File: src/dmsd_pkg.sv
package dmsd_pkg;

  localparam int TARGET_W = 20;
  localparam int LEVEL_W  = 19;
  localparam int LIMIT_W  = 18;
  localparam int MAG_W    = 18;
  localparam int DAC_W    = 12;
  localparam int PROD_W   = MAG_W + DAC_W;
  localparam int RECIP_SHIFT = PROD_W + MAG_W;
  localparam int RECIP_W  = 31;

  localparam logic [LIMIT_W-1:0] VMAX     = 18'd216269;
  localparam logic [LIMIT_W-1:0] REV_STEP = 18'd1638;
  localparam logic [MAG_W-1:0]   ENA_MIN  = 18'd3;
  localparam logic [DAC_W-1:0]   DAC_FULL_SCALE = 12'd4095;

  // Rounded-up reciprocal of VMAX; exact floor division for any product below 2^PROD_W.
  localparam logic [RECIP_W-1:0] DAC_RECIP =
    RECIP_W'(((64'd1 << RECIP_SHIFT) + 64'(VMAX) - 64'd1) / 64'(VMAX));

  typedef logic signed [TARGET_W-1:0] target_t;
  typedef logic signed [LEVEL_W-1:0]  level_t;
  typedef logic [LIMIT_W-1:0]         limit_t;
  typedef logic [MAG_W-1:0]           mag_t;
  typedef logic [DAC_W-1:0]           dac_t;
  typedef logic [PROD_W-1:0]          prod_t;

  typedef enum logic {
    CFG_STEP_LEFT  = 1'b0,
    CFG_STEP_RIGHT = 1'b1
  } cfg_index_t;

  function automatic mag_t level_mag(input level_t level);
    level_t neg;
    neg = -level;
    return level[LEVEL_W-1] ? neg[MAG_W-1:0] : level[MAG_W-1:0];
  endfunction

endpackage

File: src/dmsd_slew.sv
module dmsd_slew
  import dmsd_pkg::*;
(
  input  level_t  held,
  input  target_t target,
  input  limit_t  limit,
  output level_t  level_next
);

  logic                 reversal;
  limit_t               step;
  logic signed [21:0]   diff;
  logic signed [21:0]   stp;
  logic signed [21:0]   held_x;
  logic signed [21:0]   cand;
  logic signed [21:0]   vmax_x;

  always_comb begin
    reversal = ((target > 0) && (held < 0)) || ((target < 0) && (held > 0));
    if (limit == '0) begin
      step = VMAX;
    end else if (reversal) begin
      step = REV_STEP;
    end else begin
      step = limit;
    end
    stp    = signed'({4'b0, step});
    vmax_x = signed'({4'b0, VMAX});
    held_x = 22'(held);
    diff   = 22'(target) - held_x;
    if (diff > stp) begin
      cand = held_x + stp;
    end else if (diff < -stp) begin
      cand = held_x - stp;
    end else begin
      cand = 22'(target);
    end
    if (cand > vmax_x) begin
      level_next = LEVEL_W'(vmax_x);
    end else if (cand < -vmax_x) begin
      level_next = LEVEL_W'(-vmax_x);
    end else begin
      level_next = LEVEL_W'(cand);
    end
  end

endmodule

File: src/dmsd_dac.sv
module dmsd_dac
  import dmsd_pkg::*;
(
  input  logic   clk,
  input  logic   load,
  input  level_t level,
  output dac_t   dac
);

  prod_t                       prod;
  mag_t                        mag;
  logic [PROD_W+RECIP_W-1:0]   scaled;

  assign mag = level_mag(level);

  always_ff @(posedge clk) begin
    if (load) begin
      prod <= {mag, {DAC_W{1'b0}}} - PROD_W'(mag);
    end
  end

  assign scaled = (PROD_W+RECIP_W)'(prod) * (PROD_W+RECIP_W)'(DAC_RECIP);
  assign dac    = scaled[RECIP_SHIFT +: DAC_W];

endmodule

File: src/dual_motor_slew_limited_drive_top.sv
// Dual slew-limited motor drive. Each request carries a left and a right target voltage in
// signed Q16 volts; each side's held level moves toward its target by at most its step limit
// (1638 on a sign reversal, a full 3.3 V step when the limit register is zero), is clamped to
// +-3.3 V, and is turned into a level, enable, direction and 12-bit converter code. One request
// is accepted every cycle while the result is taken or none is waiting; the pipeline stalls as a
// whole while the result is not taken. A request passes the target, held-level, level and output
// registers. The rate is set by the held-level feedback in the slew stage.
module dual_motor_slew_limited_drive_top
  import dmsd_pkg::*;
(
  input  logic       clk,
  input  logic       rst,
  input  logic       cfg_we,
  input  logic       cfg_index,
  input  limit_t     cfg_data,
  input  logic       in_valid,
  output logic       in_ready,
  input  target_t    target_left,
  input  target_t    target_right,
  output logic       out_valid,
  input  logic       out_ready,
  output level_t     level_left,
  output level_t     level_right,
  output logic       enable_left,
  output logic       enable_right,
  output logic       dir_left,
  output logic       dir_right,
  output dac_t       dac_left,
  output dac_t       dac_right
);

  logic    advance;
  limit_t  step_limit_left;
  limit_t  step_limit_right;
  logic    s1_valid;
  target_t tgt_left;
  target_t tgt_right;
  logic    s2_valid;
  level_t  held_left;
  level_t  held_right;
  level_t  held_left_next;
  level_t  held_right_next;
  logic    s3_valid;
  level_t  lvl_left;
  level_t  lvl_right;
  dac_t    code_left;
  dac_t    code_right;
  mag_t    mag_left;
  mag_t    mag_right;

  assign advance  = !out_valid || out_ready;
  assign in_ready = advance;

  always_ff @(posedge clk) begin
    if (rst) begin
      step_limit_left  <= '0;
      step_limit_right <= '0;
    end else if (cfg_we) begin
      case (cfg_index_t'(cfg_index))
        CFG_STEP_LEFT:  step_limit_left  <= cfg_data;
        CFG_STEP_RIGHT: step_limit_right <= cfg_data;
        default: ;
      endcase
    end
  end

  dmsd_slew u_slew_left (
    .held       (held_left),
    .target     (tgt_left),
    .limit      (step_limit_left),
    .level_next (held_left_next)
  );

  dmsd_slew u_slew_right (
    .held       (held_right),
    .target     (tgt_right),
    .limit      (step_limit_right),
    .level_next (held_right_next)
  );

  always_ff @(posedge clk) begin
    if (rst) begin
      s1_valid   <= 1'b0;
      s2_valid   <= 1'b0;
      s3_valid   <= 1'b0;
      out_valid  <= 1'b0;
      held_left  <= '0;
      held_right <= '0;
    end else if (advance) begin
      s1_valid  <= in_valid;
      s2_valid  <= s1_valid;
      s3_valid  <= s2_valid;
      out_valid <= s3_valid;
      if (s1_valid) begin
        held_left  <= held_left_next;
        held_right <= held_right_next;
      end
    end
  end

  always_ff @(posedge clk) begin
    if (advance) begin
      tgt_left     <= target_left;
      tgt_right    <= target_right;
      lvl_left     <= held_left;
      lvl_right    <= held_right;
      level_left   <= lvl_left;
      level_right  <= lvl_right;
      enable_left  <= (mag_left >= ENA_MIN);
      enable_right <= (mag_right >= ENA_MIN);
      dir_left     <= lvl_left[LEVEL_W-1] || (lvl_left == '0);
      dir_right    <= !lvl_right[LEVEL_W-1];
      dac_left     <= code_left;
      dac_right    <= code_right;
    end
  end

  assign mag_left  = level_mag(lvl_left);
  assign mag_right = level_mag(lvl_right);

  dmsd_dac u_dac_left (
    .clk   (clk),
    .load  (advance),
    .level (held_left),
    .dac   (code_left)
  );

  dmsd_dac u_dac_right (
    .clk   (clk),
    .load  (advance),
    .level (held_right),
    .dac   (code_right)
  );

  a_held_in_range: assert property (@(posedge clk) disable iff (rst)
    (held_left <= signed'({1'b0, VMAX})) && (held_left >= -signed'({1'b0, VMAX})))
    else $error("left held level outside the clamp range");

  a_held_stable: assert property (@(posedge clk) disable iff (rst)
    !(advance && s1_valid) |=> $stable(held_left) && $stable(held_right))
    else $error("held level changed without a request in the slew stage");

  a_full_scale: assert property (@(posedge clk) disable iff (rst)
    out_valid && (level_left == signed'({1'b0, VMAX})) |-> (dac_left == DAC_FULL_SCALE))
    else $error("full-scale level did not give the full-scale code");

  a_disabled_zero: assert property (@(posedge clk) disable iff (rst)
    out_valid |-> enable_right || (dac_right == '0))
    else $error("disabled right side with a nonzero converter code");

endmodule
File: config.mk
export PLATFORM = sky130hd
export DESIGN_NAME = dual_motor_slew_limited_drive_top
export DESIGN_NICKNAME = d
export VERILOG_FILES = /design/src/dmsd_pkg.sv /design/src/dmsd_slew.sv /design/src/dmsd_dac.sv /design/src/dual_motor_slew_limited_drive_top.sv
export SDC_FILE = /design/constraint.sdc
export NUM_CORES = 2
export LEC_CHECK = 0
export BUFFER_PORTS_ARGS = -buffer_cell sky130_fd_sc_hd__buf_4
export CORE_MARGIN = 8
export CORE_UTILIZATION = 59
export CTS_CLUSTER_DIAMETER = 120
export DETAILED_ROUTE_END_ITERATION = 6
export PLACE_DENSITY_LB_ADDON = 0.2
export SYNTH_ARGS = -nofsm -noshare
export SYNTH_HDL_FRONTEND = slang
export SYNTH_SLANG_ARGS = --single-unit
File: constraint.sdc
create_clock -name clk -period 8.2 [get_ports clk]
set_clock_uncertainty 0.2 [all_clocks]
set_input_delay 0.82 -clock clk [delete_from_list [all_inputs] [get_ports clk]]
set_output_delay 0.82 -clock clk [all_outputs]
set_load 0.02 [all_outputs]
== After elaboration in Yosys (flattened, before gate mapping) ==
Cells that the tools add are included.
Word-level totals
  register bits: 282
  bits in latches: 0
  memory bits (writable): 0
  bits in read-only memories: 0
  input port bits: 64
  output and inout port bits: 68
  memories: 0
Operators by class
  add/sub/neg operators: 14
  multipliers: 2
  divide/modulo/power cells: 0
  magnitude comparators: 18
  equality and inequality tests: 0
  shift operators: 0
  multiplexer cells: 16
  bitwise operators: 1
  reduce and logical (&&, ||, !) cells: 16
Operator list (number)
  $mux 18: 8
  $mul 30x30->59 const B: 2
  $mux 22: 4
  $mux 19: 4
  $neg 18->18: 4
  $sub 30x18->30: 2
  $gt 22x19->1: 2
  $gt 22x19->1 const B: 2
  $lt 22x19->1 const B: 2
  $lt 22x22->1: 2
  $neg 18->22: 2
  $sub 20x19->21: 2
  $add 19x19->20: 2
  $gt 20x1->1 const B: 2
  $lt 20x1->1 const B: 2
  $sub 19x19->20: 2
  $gt 19x1->1 const B: 2
  $lt 19x1->1 const B: 2
  $ge 18x2->1 const B: 2
  $logic_not 18->1: 2
  $logic_not 19->1: 1
  $reduce_and 2->1: 3
  $logic_and 1x1->1: 4
  $logic_or 1x1->1: 4
  2 further kinds: 3

== Longest topological paths before layout ==
  word-level depth: 12
  gate-level depth with buffers: 36
  mapped depth without buffers: 33

== Hierarchy ==
From an unflattened synthesis, not the netlist that was laid out.
Unflattened totals
  cell total of the unflattened synthesis: 4861
  area total of the unflattened synthesis: 45248.4 um2
Modules (own cells, without submodules)
  dmsd_dac (u_dac_left): times used 1, cells an instance 1415, area an instance 13690.6 um2, sequential area each 900.9 um2
  dmsd_dac (u_dac_right): times used 1, cells an instance 1370, area an instance 13359.1 um2, sequential area each 900.9 um2
  dual_motor_slew_limited_drive_top: times used 1, cells an instance 640, area an instance 7957.6 um2, sequential area each 5885.6 um2
  dmsd_slew (u_slew_right): times used 1, cells an instance 758, area an instance 5382.7 um2, sequential area each 0.0 um2
  dmsd_slew (u_slew_left): times used 1, cells an instance 678, area an instance 4858.4 um2, sequential area each 0.0 um2

== Least setup slack after synthesis ==
OpenSTA, ideal clock, no wires.
  kind: in2reg
  from: input out_ready
  to: register held_right[1]
  library setup time: 70 ps
  arrival time: 8681 ps
  path slack: -752 ps
  stages: 8
  buffers on the path: 2
  cells stage by stage: nand2b_1 > clkbuf_1 > nand2_1 > a311o_1 > a21oi_2 > buf_4 > o31ai_1 > a21oi_1
On the way
  cells in the longest elaborated chain, start to end: 2
Ends and longest elaborated chain
  from (decl): RTL line dual_motor_slew_limited_drive_top.sv:21  | input logic out_ready,
  $logic_or 1x1->1: RTL line dual_motor_slew_limited_drive_top.sv:51  | assign advance = !out_valid || out_ready;
  via in_ready: RTL line dual_motor_slew_limited_drive_top.sv:17  | output logic in_ready,
  $reduce_and 2->1 (no source line)
  to (signal assigned): RTL line dual_motor_slew_limited_drive_top.sv:96  | held_right <= held_right_next;
  to (decl): RTL line dual_motor_slew_limited_drive_top.sv:40  | level_t held_right;
The timed path passes the listed nets, and every way through them passes these cells.
A chain may end at the register's enable or synchronous reset.

== Final worst setup path ==
  from: register u_dac_left.prod[8]
  to: register dac_left[11] (data pin)
On the way
  cells in the longest elaborated chain, start to end: 1
Ends and longest elaborated chain
  from (decl): RTL line dmsd_dac.sv:10  | prod_t prod;
  from (signal assigned): RTL line dmsd_dac.sv:18  | prod <= {mag, {DAC_W{1'b0}}} - PROD_W'(mag);
  $mul 30x30->59: RTL line dmsd_dac.sv:22  | assign scaled = (PROD_W+RECIP_W)'(prod) * (PROD_W+RECIP_W)'(DAC_RECIP);
  via code_left[11]: RTL line dual_motor_slew_limited_drive_top.sv:46  | dac_t code_left;
  to (signal assigned): RTL line dual_motor_slew_limited_drive_top.sv:113  | dac_left <= code_left;
  to (decl): RTL line dual_motor_slew_limited_drive_top.sv:28  | output dac_t dac_left,
The timed path passes the listed nets, and every way through them passes these cells.

==> metrics.yaml <==
status: "complete, no violations"
hold_viol: 0
numPortBuffers: 131
die_w_um: 286
fin_util_pct: 65.7
cts_hold_buf: 0
cp-end-kind: "flip-flop"
critPathKind: "reg -> reg"
area_delta_synth_final_pct: 11.0
insertion_delay_ns: 0.58
syn_inst: 4553
pre_cts_ws_ns: -0.0451
rrSetupSlack_ns: 0.26
grt_overflow: 0
maxCapViolations: 0
cp_max_fo: 3
drive_above_1_share_pct: 9.33
yosysSeqAreaShare_pct: 17.8
gp_congestion: 1.01
fmax_mhz: 126
worstHoldEndpoint: "tgt_left[19]$_DFFE_PN_"
cts_buffer_depth: 3
final_cell_mix: "inv_1, ha_1, fa_1, buf_4"
synth_edf_count: 202
worstMarginPinSlew_ns: 1.12
grt_antenna_before_repair: 2
wl_per_cell_um: 21.2
whs_path_depth: 1
avgSynthCellArea_sq_um: 9.42
fin_nets: 6141
slew_headroom_pct: 25.4
synthDistinctLibCells: 92
r2r-end: "dac_left[11]$_DFFE_PN_"
die-area_sq_um: 81600
critPathMaxStageDelay_ns: 0.59
cts_sinks: 280
reg2reg_from: "u_dac_left.prod[8]$_DFFE_PN_"
drc_errors: 0
grt_max_degree: 82
synth_top_area_cell: "fa_1"
grt_use_total_pct: 29.8
grt_pass1_vias: 34300
root_buffer: "clkbuf_16"
final_common_cell: "inv_1"
dr_total_vias: 33300
num_io_pins: 132
synth_area_sq_um: 42900
clk_pin_slew_ns: 0.06
initialDrtViolationCount: 2152
start_util_pct: 59.2
numCtsBuffers: 36
worstHoldStart: "target_left[19]"
drt_wl_total_mm: 123
slew_violations: 0
setup_viol: 0
crit_required_ns: 8.32
synth_top_area_share_pct: 23.1
h-tree-depth: 2
arrival_ns: 8.06
cts_tree: "done"
hpwlAfterDp_mm: 107
vias_per_cell: 5.72
setup_slack_ns: 0.255
die_y_um: 286
n_antenna_cell: 0
crit_path_start_kind: "flip-flop"
ys_warn_count: 0
synthFlopType: "edfxtp_1"
hold_class: "in -> reg"
ant_nets: 0
synth-seq-cells: 280
floorplan.rows: 99
crit_top_cell: "fa_1"
grt_first_pass_wirelength_mm: 189
fin_crit_ns: 7.94
synthArstFlopShare_pct: 0
core_area_sq_um: 72500
synthTopCellsByArea: "fa_1, ha_1, edfxtp_1, inv_1, dfxtp_1"
drt-pass1-iter-count: 6
worstRegToRegCells: 26
setup_tns_ns: 0
crit_path_top_delay_cell: "fa_1"
finalCritPeriodShare_pct: 96.9
==> layer usage <==
metal	part of all wire (%)	up-vias	wire, um	global-route usage, %
met5	0.022	-	27	0
met2	45	1140	55800	47.9
met4	4.2	4	5210	11.0
met1	42	16000	52100	38.6
met3	8.4	253	10400	7.70
li1	-	15800	-	-
==> kinds of logic (layout without fill, tap and decap cells) <==
kind of cell,after synthesis,count (layout),share of synthesized area (%)
AO/OA/AOI/OAI,830,830,13.1
XOR/XNOR,193,193,3.94
adder cells (fa/ha/maj),1238,1238,44.8
buffers and inverters,1099,1409,9.75
flip-flops,280,280,17.8
multiplexers,23,23,0.554
other,1,4,0.00874
AND/OR/NAND/NOR,889,889,10.1
==> through the flow <==
step / instance area [sq um] / cells / hold slack, ns
3_5_place_dp: 46200 / 5754 / 0.262
4_1_cts: 47400 / 5819 / 0.192
2_1_floorplan: 42900 / 4556 / 0.224
5_1_grt: 47600 / 5825 / 0.198
6_report: 47600 / 5825 / 0.221
3_3_place_gp: 46200 / 5754 / 0.258
==> worst max path at each step <==
stage               slack (ns)                         end                          start  depth (start not counted)
floorplan                 0.43  held_right[1]$_SDFFE_PP0P_     held_right[4]$_SDFFE_PP0P_                         31
global placement          0.08     dac_right[11]$_DFFE_PN_  u_dac_right.prod[8]$_DFFE_PN_                         28
detailed placement       -0.05     dac_right[11]$_DFFE_PN_  u_dac_right.prod[8]$_DFFE_PN_                         28
CTS                       0.04     dac_right[11]$_DFFE_PN_  u_dac_right.prod[8]$_DFFE_PN_                         28
global route             -0.05      dac_left[11]$_DFFE_PN_   u_dac_left.prod[8]$_DFFE_PN_                         26
finish                    0.26      dac_left[11]$_DFFE_PN_   u_dac_left.prod[8]$_DFFE_PN_                         26
==> registers in the layout, indices dropped and copies added, names as in the netlist <==
signal,count
u_dac_left.prod,29
u_dac_right.prod,29
tgt_left,20
tgt_right,20
held_left,19
held_right,19
level_left,19
level_right,19
lvl_left,19
lvl_right,19
step_limit_left,18
step_limit_right,18
dac_left,12
dac_right,12
dir_left,1
dir_right,1
enable_left,1
enable_right,1
out_valid,1
s1_valid,1
s2_valid,1
s3_valid,1
==> area by class of cell <==
class	count	area [sq um]
Clock buffer	52	1060
Clock inverter	13	124
Fill cell	6053	24800
Inverter	1023	3840
Multi-Input combinational cell	3177	31300
Sequential cell	280	7630
Tap cell	959	1200
Timing Repair Buffer	321	2470
==> worst max-delay path: cells and delay by family, from the launching register on <==
family	cells	cell delay, ns
adders and majority gates	9	4.35
buffers and inverters	5	0.42
DFF	1	0.43
xor gates and xnor gates	1	0.13
AOI/OAI and AO/OA	5	0.84
and+or+nand+nor	6	1.32
==> cells in the mapped netlist (25+ instances only) <==
master	count
a211oi_1	40
a21o_1	91
a21oi_1	246
a31oi_1	31
and3_1	25
clkbuf_1	57
dfxtp_1	78
edfxtp_1	202
fa_1	496
ha_1	742
inv_1	1022
nand2_1	246
nand2b_1	52
nand3_1	61
nand4_1	37
nor2_1	220
nor2b_1	46
nor3_1	66
nor4_1	30
o21a_1	41
o21ai_0	128
or3_1	30
xnor2_1	148
xor2_1	45
==> timing repair <==
| action | CTS | global route |
|---|---|---|
| hold endpoints to repair | 0 | 0 |
| buffers inserted | 0 | 6 |
| pin swaps | 0 | 10 |
| resized for setup | 1 | 35 |
| endpoints found under the setup margin | 1 | 41 |
Power is left out: the tool's default activity adds up to more than one toggle a clock period on the data nets, which glitch-free logic cannot reach.
